--- src/hdl/lfc_pkg.sv ---
`default_nettype none
// ----------------------------------------------------------------------------
// lfc_pkg: shared definitions for the IR remote LED fade controller.
// Holds the remote codes, the level constants, register indexes and types.
// ----------------------------------------------------------------------------
package lfc_pkg;

  // Widths of the fixed fields.
  localparam int COLOR_W   = 24;
  localparam int CHAN_W    = 8;
  localparam int CODE_W    = 32;
  localparam int CFG_IDX_W = 8;

  // Decoded remote button codes.
  localparam logic [CODE_W-1:0] CODE_OFF   = 32'hFD02EF00;
  localparam logic [CODE_W-1:0] CODE_SOLID = 32'hF40BEF00;
  localparam logic [CODE_W-1:0] CODE_FADE  = 32'hF00FEF00;
  localparam logic [CODE_W-1:0] CODE_RED   = 32'hFB04EF00;
  localparam logic [CODE_W-1:0] CODE_GREEN = 32'hFA05EF00;
  localparam logic [CODE_W-1:0] CODE_BLUE  = 32'hF906EF00;
  localparam logic [CODE_W-1:0] CODE_WHITE = 32'hF807EF00;
  localparam logic [CODE_W-1:0] CODE_ON    = 32'hFC03EF00;

  // Fade level limits and step size.
  localparam logic [CHAN_W-1:0] LEVEL_MAX  = 8'd255;
  localparam logic [CHAN_W-1:0] LEVEL_STEP = 8'd5;

  // Configuration register indexes.
  localparam logic [CFG_IDX_W-1:0] REG_RED   = 8'd0;
  localparam logic [CFG_IDX_W-1:0] REG_GREEN = 8'd1;
  localparam logic [CFG_IDX_W-1:0] REG_BLUE  = 8'd2;
  localparam logic [CFG_IDX_W-1:0] REG_WHITE = 8'd3;

  // Reset values of the color registers and the chosen color.
  localparam logic [COLOR_W-1:0] RESET_RED   = 24'hFF0000;
  localparam logic [COLOR_W-1:0] RESET_GREEN = 24'h00FF00;
  localparam logic [COLOR_W-1:0] RESET_BLUE  = 24'h0000FF;
  localparam logic [COLOR_W-1:0] RESET_WHITE = 24'hFFFFFF;

  // Request type codes.
  localparam logic REQ_TICK = 1'b0;

  // The four configured colors as seen by the core.
  typedef struct packed {
    logic [COLOR_W-1:0] red;
    logic [COLOR_W-1:0] green;
    logic [COLOR_W-1:0] blue;
    logic [COLOR_W-1:0] white;
  } color_set_t;

  // One result item.
  typedef struct packed {
    logic              frame_valid;
    logic [CHAN_W-1:0] red_out;
    logic [CHAN_W-1:0] green_out;
    logic [CHAN_W-1:0] blue_out;
    logic              lamp_is_on;
    logic              fade_active;
  } result_t;

endpackage
`default_nettype wire

--- src/hdl/ir_remote_led_fade_controller.sv ---
`default_nettype none
// ----------------------------------------------------------------------------
// ir_remote_led_fade_controller: lamp color controller for ticks and IR codes.
// An item passes through the input register, then the result register; a full
// result register that is not drained holds the item in the input register.
// Throughput: one item per cycle while the result side drains, set by the single
// combinational pass of the core with its 8x8 channel multipliers.
// Reset (synchronous, active high) empties both stages, turns the lamp off in
// solid mode at level 255 dimming, chosen color red, colors at defaults.
// ----------------------------------------------------------------------------
module ir_remote_led_fade_controller (
  input  wire logic                          clk,
  input  wire logic                          rst,
  // Input channel
  input  wire logic                          in_valid,
  output logic                               in_ready,
  input  wire logic                          req_type,
  input  wire logic [lfc_pkg::CODE_W-1:0]    ir_code,
  // Result channel
  output logic                               out_valid,
  input  wire logic                          out_ready,
  output logic                               frame_valid,
  output logic [lfc_pkg::CHAN_W-1:0]         red_out,
  output logic [lfc_pkg::CHAN_W-1:0]         green_out,
  output logic [lfc_pkg::CHAN_W-1:0]         blue_out,
  output logic                               lamp_is_on,
  output logic                               fade_active,
  // Configuration channel
  input  wire logic                          cfg_valid,
  output logic                               cfg_ready,
  input  wire logic [lfc_pkg::CFG_IDX_W-1:0] cfg_index,
  input  wire logic [lfc_pkg::COLOR_W-1:0]   cfg_data
);

  // Input stage registers.
  logic                       in_full;
  logic                       in_req_type;
  logic [lfc_pkg::CODE_W-1:0] in_code;

  // Result stage registers.
  logic                       res_full;
  lfc_pkg::result_t           res;

  lfc_pkg::color_set_t        colors;
  lfc_pkg::result_t           core_result;
  logic                       advance;

  assign cfg_ready = 1'b1;

  // The held item moves on whenever the result stage is empty or draining.
  assign advance  = in_full && (!res_full || out_ready);
  assign in_ready = !in_full || advance;

  lfc_cfg_regs u_cfg (
    .clk      (clk),
    .rst      (rst),
    .wr_en    (cfg_valid && cfg_ready),
    .wr_index (cfg_index),
    .wr_data  (cfg_data),
    .colors   (colors)
  );

  lfc_core u_core (
    .clk      (clk),
    .rst      (rst),
    .fire     (advance),
    .req_type (in_req_type),
    .ir_code  (in_code),
    .colors   (colors),
    .result   (core_result)
  );

  // Input register: capture on each input transfer.
  always_ff @(posedge clk) begin
    if (rst) begin
      in_full <= 1'b0;
    end else if (in_valid && in_ready) begin
      in_full <= 1'b1;
    end else if (advance) begin
      in_full <= 1'b0;
    end
    if (in_valid && in_ready) begin
      in_req_type <= req_type;
      in_code     <= ir_code;
    end
  end

  // Result register: loaded as the core finishes an item.
  always_ff @(posedge clk) begin
    if (rst) begin
      res_full <= 1'b0;
    end else if (advance) begin
      res_full <= 1'b1;
    end else if (out_ready) begin
      res_full <= 1'b0;
    end
    if (advance) begin
      res <= core_result;
    end
  end

  assign out_valid   = res_full;
  assign frame_valid = res.frame_valid;
  assign red_out     = res.red_out;
  assign green_out   = res.green_out;
  assign blue_out    = res.blue_out;
  assign lamp_is_on  = res.lamp_is_on;
  assign fade_active = res.fade_active;

endmodule
`default_nettype wire

--- src/hdl/lfc_cfg_regs.sv ---
`default_nettype none
// ----------------------------------------------------------------------------
// lfc_cfg_regs: configuration color registers.
// Four 24-bit colors written through the configuration port; writes to an
// unknown index are dropped.
// ----------------------------------------------------------------------------
module lfc_cfg_regs (
  input  wire logic                          clk,
  input  wire logic                          rst,
  input  wire logic                          wr_en,
  input  wire logic [lfc_pkg::CFG_IDX_W-1:0] wr_index,
  input  wire logic [lfc_pkg::COLOR_W-1:0]   wr_data,
  output lfc_pkg::color_set_t                colors
);

  lfc_pkg::color_set_t regs;

  // Register file update on each configuration transfer.
  always_ff @(posedge clk) begin
    if (rst) begin
      regs.red   <= lfc_pkg::RESET_RED;
      regs.green <= lfc_pkg::RESET_GREEN;
      regs.blue  <= lfc_pkg::RESET_BLUE;
      regs.white <= lfc_pkg::RESET_WHITE;
    end else if (wr_en) begin
      unique case (wr_index)
        lfc_pkg::REG_RED:   regs.red   <= wr_data;
        lfc_pkg::REG_GREEN: regs.green <= wr_data;
        lfc_pkg::REG_BLUE:  regs.blue  <= wr_data;
        lfc_pkg::REG_WHITE: regs.white <= wr_data;
        default: ;
      endcase
    end
  end

  assign colors = regs;

endmodule
`default_nettype wire

--- src/hdl/lfc_core.sv ---
`default_nettype none
// ----------------------------------------------------------------------------
// lfc_core: lamp state and fill color computation.
// Decodes remote codes, holds power, mode, fade level and chosen color, and
// forms the result of one item in a single combinational pass.
// ----------------------------------------------------------------------------
module lfc_core (
  input  wire logic                       clk,
  input  wire logic                       rst,
  input  wire logic                       fire,
  input  wire logic                       req_type,
  input  wire logic [lfc_pkg::CODE_W-1:0] ir_code,
  input  wire lfc_pkg::color_set_t        colors,
  output lfc_pkg::result_t                result
);

  localparam int CW = lfc_pkg::CHAN_W;

  // Lamp state registers.
  logic                        lamp_power, lamp_power_next;
  logic                        mode_fade, mode_fade_next;
  logic [CW-1:0]               fade_level, fade_level_next;
  logic                        going_down, going_down_next;
  logic [lfc_pkg::COLOR_W-1:0] chosen_color, chosen_color_next;

  logic          tick;
  logic [CW-1:0] chan_r, chan_g, chan_b;
  logic [CW-1:0] scaled_r, scaled_g, scaled_b;
  logic [CW-1:0] stepped;

  // Scale one channel by level/255 with truncation. For every 8x8 product
  // (at most 255*255) the quotient by 255 equals (x + (x >> 8) + 1) >> 8.
  function automatic logic [CW-1:0] scale_chan(input logic [CW-1:0] c,
                                               input logic [CW-1:0] lvl);
    logic [2*CW-1:0] prod;
    logic [2*CW:0]   sum;
    prod = c * lvl;
    sum  = {1'b0, prod} + {{(CW+1){1'b0}}, prod[2*CW-1:CW]} + 1'b1;
    return sum[2*CW-1:CW];
  endfunction

  assign tick   = (req_type == lfc_pkg::REQ_TICK);
  assign chan_r = chosen_color[3*CW-1:2*CW];
  assign chan_g = chosen_color[2*CW-1:CW];
  assign chan_b = chosen_color[CW-1:0];

  assign scaled_r = scale_chan(chan_r, fade_level);
  assign scaled_g = scale_chan(chan_g, fade_level);
  assign scaled_b = scale_chan(chan_b, fade_level);

  // Saturating level step in the current direction.
  always_comb begin
    if (going_down) begin
      stepped = (fade_level < lfc_pkg::LEVEL_STEP) ? '0 : fade_level - lfc_pkg::LEVEL_STEP;
    end else begin
      stepped = (fade_level > (lfc_pkg::LEVEL_MAX - lfc_pkg::LEVEL_STEP)) ?
                lfc_pkg::LEVEL_MAX : fade_level + lfc_pkg::LEVEL_STEP;
    end
  end

  // Next state and result of the current item.
  always_comb begin
    lamp_power_next   = lamp_power;
    mode_fade_next    = mode_fade;
    fade_level_next   = fade_level;
    going_down_next   = going_down;
    chosen_color_next = chosen_color;
    result.red_out    = '0;
    result.green_out  = '0;
    result.blue_out   = '0;
    if (tick) begin
      if (lamp_power && mode_fade) begin
        result.red_out   = scaled_r;
        result.green_out = scaled_g;
        result.blue_out  = scaled_b;
        fade_level_next  = stepped;
        if (stepped == '0 || stepped == lfc_pkg::LEVEL_MAX) begin
          going_down_next = !going_down;
        end
      end else if (lamp_power) begin
        result.red_out   = chan_r;
        result.green_out = chan_g;
        result.blue_out  = chan_b;
      end
    end else if (!lamp_power) begin
      if (ir_code == lfc_pkg::CODE_ON) begin
        lamp_power_next = 1'b1;
      end
    end else begin
      unique case (ir_code)
        lfc_pkg::CODE_OFF:   lamp_power_next   = 1'b0;
        lfc_pkg::CODE_SOLID: mode_fade_next    = 1'b0;
        lfc_pkg::CODE_FADE:  mode_fade_next    = 1'b1;
        lfc_pkg::CODE_RED:   chosen_color_next = colors.red;
        lfc_pkg::CODE_GREEN: chosen_color_next = colors.green;
        lfc_pkg::CODE_BLUE:  chosen_color_next = colors.blue;
        lfc_pkg::CODE_WHITE: chosen_color_next = colors.white;
        default: ;
      endcase
    end
    result.frame_valid = tick;
    result.lamp_is_on  = lamp_power_next;
    result.fade_active = mode_fade_next;
  end

  // State update when the item moves on to the result register.
  always_ff @(posedge clk) begin
    if (rst) begin
      lamp_power   <= 1'b0;
      mode_fade    <= 1'b0;
      fade_level   <= lfc_pkg::LEVEL_MAX;
      going_down   <= 1'b1;
      chosen_color <= lfc_pkg::RESET_RED;
    end else if (fire) begin
      lamp_power   <= lamp_power_next;
      mode_fade    <= mode_fade_next;
      fade_level   <= fade_level_next;
      going_down   <= going_down_next;
      chosen_color <= chosen_color_next;
    end
  end

endmodule
`default_nettype wire

--- config.mk ---
export PLATFORM = sky130hd
export DESIGN_NAME = ir_remote_led_fade_controller
export DESIGN_NICKNAME = d
export VERILOG_FILES = /design/src/hdl/lfc_pkg.sv /design/src/hdl/ir_remote_led_fade_controller.sv /design/src/hdl/lfc_cfg_regs.sv /design/src/hdl/lfc_core.sv
export SDC_FILE = /design/constraint.sdc
export NUM_CORES = 1
export LEC_CHECK = 0
export ABC_AREA = 1
export BUFFER_PORTS_ARGS = -buffer_cell sky130_fd_sc_hd__buf_4
export CORE_MARGIN = 5
export CORE_UTILIZATION = 55
export CTS_CLUSTER_SIZE = 16
export DETAILED_ROUTE_END_ITERATION = 6
export PLACE_DENSITY = 0.79
export SYNTH_ARGS = -nofsm -noshare
export SYNTH_HDL_FRONTEND = slang
export SYNTH_SLANG_ARGS = --single-unit
--- constraint.sdc ---
create_clock -name clk -period 7.94 [get_ports clk]
set_input_delay 0.397 -clock clk [delete_from_list [all_inputs] [get_ports clk]]
set_output_delay 0.397 -clock clk [all_outputs]
set_load 0.05 [all_outputs]
==> results of run 1 <==
[worst paths after layout]
check	depth (start not counted)	slack (ns)	to	startpoint
worst max register to register	28	1.38	green_out[6]$_SDFFCE_PP0P_	u_core.fade_level[2]$_SDFFE_PP1P_
worst min register to register	2	0.48	u_cfg.colors[61]$_SDFFE_PP1P_	u_cfg.colors[61]$_SDFFE_PP1P_
worst min-delay path	1	0.12	in_code[13]$_DFFE_PP_	ir_code[13]
worst max-delay path	28	1.38	green_out[6]$_SDFFCE_PP0P_	u_core.fade_level[2]$_SDFFE_PP1P_
[routing by layer]
| metal | up-vias | share of wire, % | global-route usage (%) |
|---|---|---|---|
| li1 | 7590 | - | - |
| met2 | 553 | 48 | 44.2 |
| met1 | 7196 | 43 | 33.4 |
| met5 | - | 0 | 0 |
| met3 | 87 | 6.8 | 3.91 |
| met4 | 0 | 2.6 | 8.16 |
[sequential cells by signal (all words and copies together) (netlist names)]
signal               cells
u_cfg.colors            96
u_core.going_down        1
frame_valid              1
blue_out                 8
out_valid                1
fade_active              1
red_out                  8
u_core.mode_fade         1
in_full                  1
in_code                 32
u_core.lamp_power        1
u_core.chosen_color     24
in_req_type              1
lamp_is_on               1
green_out                8
u_core.fade_level        8
[cell usage after synthesis, drive strengths merged (10+ instances only)]
master,instances,area share [%]
nand4,81,3.0
o211ai,49,2.2
nor4,11,0.59
edfxtp,60,11
nand3,157,4.7
nor2,110,2.5
fa,108,13
inv,503,11
ha,130,9.6
dfxtp,133,16
xor2,21,1.1
clkbuf,73,1.6
buf,35,1.1
or2,12,0.44
a21oi,123,3.6
o21ai,85,2.5
nor3,10,0.33
nand2,662,15
[layout by cell type (no fill, tap or decap), drive strengths merged, types with 2 or more instances in the layout]
master   count
a31oi        2
nor3        10
nand3      157
a21o         2
bufinv       3
nand2      662
clkbuf      19
clkinv       3
o2111ai      8
fa         108
ha         130
nor2       110
a21oi      123
a211oi       3
o211ai      49
o21ai       85
nor4        11
inv        511
nand4       81
xor2        21
xnor2        8
dfxtp      133
or2         12
edfxtp      60
buf        118
[area by class of cell]
cell class	instances	area (um^2)
Multi-Input combinational cell	1589	10100
Inverter	505	1900
Fill cell	2778	12000
Clock buffer	19	443
Timing Repair Buffer	118	886
Sequential cell	193	4460
Clock inverter	13	160
Tap cell	396	495
[kinds of logic after synthesis]
family | share of synthesized area (%)
flip-flops | 26.4
other | 0.0222
AND/OR/NAND/NOR | 26.6
buffers and inverters | 13.9
XOR/XNOR | 1.50
adder cells (fa/ha/maj) | 22.4
AO/OA/AOI/OAI | 9.10
[stage by stage]
step,hold slack [ns],worst slack [ns],power (W),utilization [%]
6_report,0.123,1.38,0.00222,60.6
3_3_place_gp,0.456,1.55,0.00133,58.6
4_1_cts,0.113,1.42,0.00223,60.6
5_1_grt,0.101,0.969,0.00231,60.6
2_1_floorplan,0.446,1.99,0.00125,-
3_5_place_dp,0.462,1.41,0.00134,58.6
[report_power, final]
part	switching, W	total [W]	internal (W)	leakage [nW]
Clock	0.000409	0.000904	0.000496	0.300
Combinational	0.000179	0.000273	0.0000943	8.65
Sequential	0.00000902	0.00104	0.00104	1.66
Total	0.000597	0.00222	0.00163	10.6
==> metrics.md, run 1 <==
| Metric | Value |
|---|---|
| Syn nets | 2703 |
| # DRC | 0 |
| Initial core utilization | a little under three fifths |
| Leakage | roughly 11 nW |
| Post-route design area | about 18000 um^2 |
| Sequential fraction of the synthesis area | between 20% and 30% |
| CTS H-tree depth | 4 |
| Vias in the first global route | ~15000 |
| Critical Path Most Common Cell | nand2_1 |
| Critical path buffer and inverter count | 5 |
| Critical path's slowest cell | dfxtp_1 |
| Post-synthesis register bit count | between 150 and 200 |
| # nets final | between 2000 and 3000 |
| Clock slew seen by the registers of the worst setup and hold paths | roughly 0.070 ns |
| Via count | ~15000 |
| Maximum capacitance violations | 0 |
| GRT Total Usage | around 26% |
| Async S/R FF share, synth | 0% |
| Non-filler cells, final | approximately 2800 |
| Least-Margin Pin Slew | between 1 and 1.5 ns |
| Final Hold Fails | 0 |
| Layout cells sized above 1 | 6.89% |
| Status | completed |
| Area grow syn2layout | 9.11% |
| Critical Path Max Stage Delay | 1.06 ns |
| Crit end category | flop |
| Distinct cells, synth | 42 |
| Placed cell count | roughly 2800 |
| Final slew viol count | 0 |
| First-pass GRT wire length | around 73000 um |
| WL per Instance | around 15 um |
| Die width | 185 um |
| Crit path max fanout | 28 |
| Mapped Area | around 17000 um^2 |
| GPL Wtd Cong | approximately 0.93 |
| Total clock sinks | between 150 and 200 |
| VDD IR-drop max | about 0.12 mV |
| PwrDens | 121 nW/um^2 |
| CP Data Required Time | a little over 8 ns |
| Startpoint Class | flop |
| RSZ-0062 raised after global routing | no |
| Synth warn | 0 |
| Die height | between 150 and 200 um |
| Num CTS Buffers | 17 |
| Post-CTS Hold Fix Bufs | 0 |
| Core ar. | 30400 um^2 |
| Skew final | about 0.018 ns |
| Number of synthesized flops with an enable pin | 60 |
| DR vias/cell | about 5.4 |
| # rows | 64 |
| IO Pins | 100 |
| Delay-heaviest family, CP | adder cells |
| Cell Area, Placed | about 18000 um^2 |
| Post-Syn Area per Cell | just over 7 um^2 |
| Post-CTS sizing | 0 |
| Initial antenna violation count | 0 |
| Fin crit share | around 83% |
| Setup bufs post-CTS | 0 |
| Pre-Repair DR Iteration Count | 5 |
| Cell count after synthesis | between 2000 and 2500 |
| Tmin final | approximately 6.6 ns |
| Skew-Pair Late Insertion Delay | around 0.45 ns |
| CTS max path bufs | 2 |
| IO buf count | 98 |
| Diode count | 0 |
| Hold Path Class | input pin to flop |
| Crit path kind | flop to flop |
| Post-DRT Antenna Nets | 0 |
| Total grt overflow | 0 |
| WL final | around 43000 um |
| Slew Limit Headroom | 21.4% |
| Die ar. | approximately 34000 um^2 |
| WP data arrival | just under 7 ns |
| Setup TNS | 0 ns |
| Detailed Route Iter0 Violations | roughly 1500 |
| Fmax | approximately 150 MHz |
| Final setup violation count | 0 |
| TritonCTS clock tree | yes |
| DPL Wire Length | ~32000 um |
| Largest net degree at the start of global routing | 68 |
| Root buffer cell | clkbuf_16 |
| Ys flop type | dfxtp_1 |
No activity file was read; power rests on OpenSTA's default activity.
==> run 2: changes to the inputs <==
PLACE_DENSITY = 0.82   (was 0.79)
clock period = 5.73 ns   (was 7.94 ns; I/O delays follow)
==> metrics.md, run 2 (synthesized netlist as in run 1, its figures left out) <==
| Metric | Value |
|---|---|
| Status | completed |
| Detailed Route Iter0 Violations | 1403 (-4.0%) |
| TritonCTS clock tree | yes |
| Crit path kind | flop to flop |
| Die width | 185 um (unchanged) |
| CTS max path bufs | 2 (unchanged) |
| Most frequent cells in the layout | nand2_1, inv_1, buf_4 |
| Largest net degree at the start of global routing | 108 (+59%) |
| Area grow syn2layout | 15.4% |
| Initial core utilization | 55.5% (unchanged) |
| Clock slew seen by the registers of the worst setup and hold paths | 0.09 ns (+0.02 ns) |
| DPL Wire Length | 32600 um (+1.1%) |
| Diode count | 0 (unchanged) |
| Flop2flop setup slack | 0.14 ns (-1.24 ns) |
| IO buf count | 98 (unchanged) |
| PwrDens | 157 nW/um^2 (+30%) |
| Die height | 185 um (unchanged) |
| Commonest non-fill, non-tap cell in the layout | nand2_1 |
| Pre-Repair DR Iteration Count | 6 (+1) |
| Final setup violation count | 0 (unchanged) |
| Number of fill cells in the layout | 2567 (-7.6%) |
| Total grt overflow | 0 (unchanged) |
| Critical path's slowest cell | fa_1 |
| Critical Path Max Stage Delay | 0.61 ns (-0.45 ns) |
| Initial antenna violation count | 0 (unchanged) |
| CP Data Required Time | 5.94 ns (-2.19 ns) |
| Num CTS Buffers | 17 (unchanged) |
| # nets final | 2815 (+3.0%) |
| Tmin final | 5.59 ns (-0.975 ns) |
| GPL Wtd Cong | 0.974 (+4.5%) |
| Via count | 15900 (+3.3%) |
| Fin crit share | 97.5% (+15 points) |
| Maximum capacitance violations | 0 (unchanged) |
| Number of flip-flops in the largest register | 96 (unchanged) |
| Total clock sinks | 193 (unchanged) |
| Crit path max fanout | 7 (-75%) |
| Skew-Pair Late Insertion Delay | 0.46 ns (about the same) |
| Setup TNS | 0 ns (unchanged) |
| Least-Margin Pin Slew | 1.13 ns (-0.0444 ns) |
| Area of all sequential standard cells | 4500 um^2 (+0.84%) |
| Final slew viol count | 0 (unchanged) |
| Slew Limit Headroom | 24.3% (+3.0 points) |
| VDD IR-drop max | 0.201 mV (+65%) |
| WL per Instance | 15.4 um (+1.5%) |
| DR vias/cell | 5.47 (+0.40%) |
| Skew final | 0.0203 ns (+0.00195 ns) |
| WL final | 44800 um (+4.4%) |
| Leakage | 11.0 nW (+3.7%) |
| GRT Total Usage | 26.0% (+0.24 points) |
| Vias in the first global route | 15700 (+2.2%) |
| Startpoint Class | flop |
| Die ar. | 34300 um^2 (unchanged) |
| Crit end category | flop |
| Area of the multi-input gates | 10400 um^2 (+3.2%) |
| Critical Path Most Common Cell | nand2_1 |
| Root buffer cell | clkbuf_16 |
| Cell Area, Placed | 18300 um^2 (+2.8%) |
| Fmax | 179 MHz (+17%) |
| # rows | 64 (unchanged) |
| Final Hold Fails | 0 (unchanged) |
| IO Pins | 100 (unchanged) |
| WP data arrival | 5.80 ns (-0.95 ns) |
| CTS H-tree depth | 4 (unchanged) |
| Post-DRT Antenna Nets | 0 (unchanged) |
| Hold Path Class | input pin to flop |
| First-pass GRT wire length | 73700 um (+1.4%) |
| Post-route design area | 19500 um^2 (+5.7%) |
| Core ar. | 30400 um^2 (unchanged) |
| Layout cells sized above 1 | 12.8% (+5.9 points) |
| # DRC | 0 (unchanged) |
run 2: cell count changes in the layout (fill, tap and decap cells not counted), sizes merged:
cell and delta:
bufinv -3, buf +78, clkinv +3, clkbuf +1
dlygate4sd3 +4
run 2: critical path, delay by kind of cell, from the launching register on:
family	cells	cell delay (ns)
AOI/OAI and AO/OA	3	0.35
xor gates and xnor gates	1	0.26
adders and majority gates	6	2.74
buffers and inverters	5	0.34
DFF	1	0.37
and+or+nand+nor	13	1.31
run 2: routing by layer:
metal / GRT usage [%] / vias up / part of all wire (%)
li1: - / 7742 / -
met1: 33.5 / 7429 / 42
met2: 44.7 / 667 / 49
met3: 3.61 / 104 / 7.0
met4: 9.25 / 0 / 2.4
met5: 0 / - / 0
run 2: final cells by class:
class,instances,share of cell area [%]
Clock buffer,19,2.27
Clock inverter,13,0.726
Inverter,505,9.73
Multi-Input combinational cell,1589,53.4
Sequential cell,193,23.1
Tap cell,396,2.54
Timing Repair Buffer,201,8.22
run 2: repair_timing:
action,CTS,global route
hold buffers,4,0
hold endpoints to repair,4,0
gates cloned,0,1
pin swaps,3,19
resized for setup,15,83
buffers inserted,9,9
endpoints found under the setup margin,6,24
run 2: per-stage QoR:
| step | total power (W) | hold slack (ns) | cells | util [%] | setup slack (ns) |
|---|---|---|---|---|---|
| finish | 0.00306 | 0.00479 | 2916 | 64.0 | 0.144 |
| detailed placement | 0.00186 | 0.462 | 2861 | 60.2 | -0.144 |
| global placement | 0.00185 | 0.455 | 2861 | 60.2 | 0.00256 |
| floorplan | 0.00174 | 0.385 | 2395 | - | 0.00326 |
| CTS | 0.00306 | 0.000109 | 2906 | 62.7 | 0.00239 |
| global route | 0.00318 | 0.000908 | 2916 | 64.0 | -0.0873 |
run 2: where the power goes:
part	leakage [nW]	internal [W]	switching (W)
registers	1.66	0.00143	0.0000128
logic	9.06	0.000149	0.000252
clock network	0.285	0.000595	0.000623
total	11.0	0.00218	0.000887
run 2: path summary, 6_finish.rpt:
kind,to,depth (start not counted),from
setup / recovery,blue_out[6]$_SDFFCE_PP0P_,28,u_core.chosen_color[4]$_SDFFE_PP0P_
hold / removal,in_code[8]$_DFFE_PP_,1,ir_code[8]
setup reg to reg,blue_out[6]$_SDFFCE_PP0P_,28,u_core.chosen_color[4]$_SDFFE_PP0P_
hold reg to reg,u_cfg.colors[30]$_SDFFE_PP1P_,2,u_cfg.colors[30]$_SDFFE_PP1P_
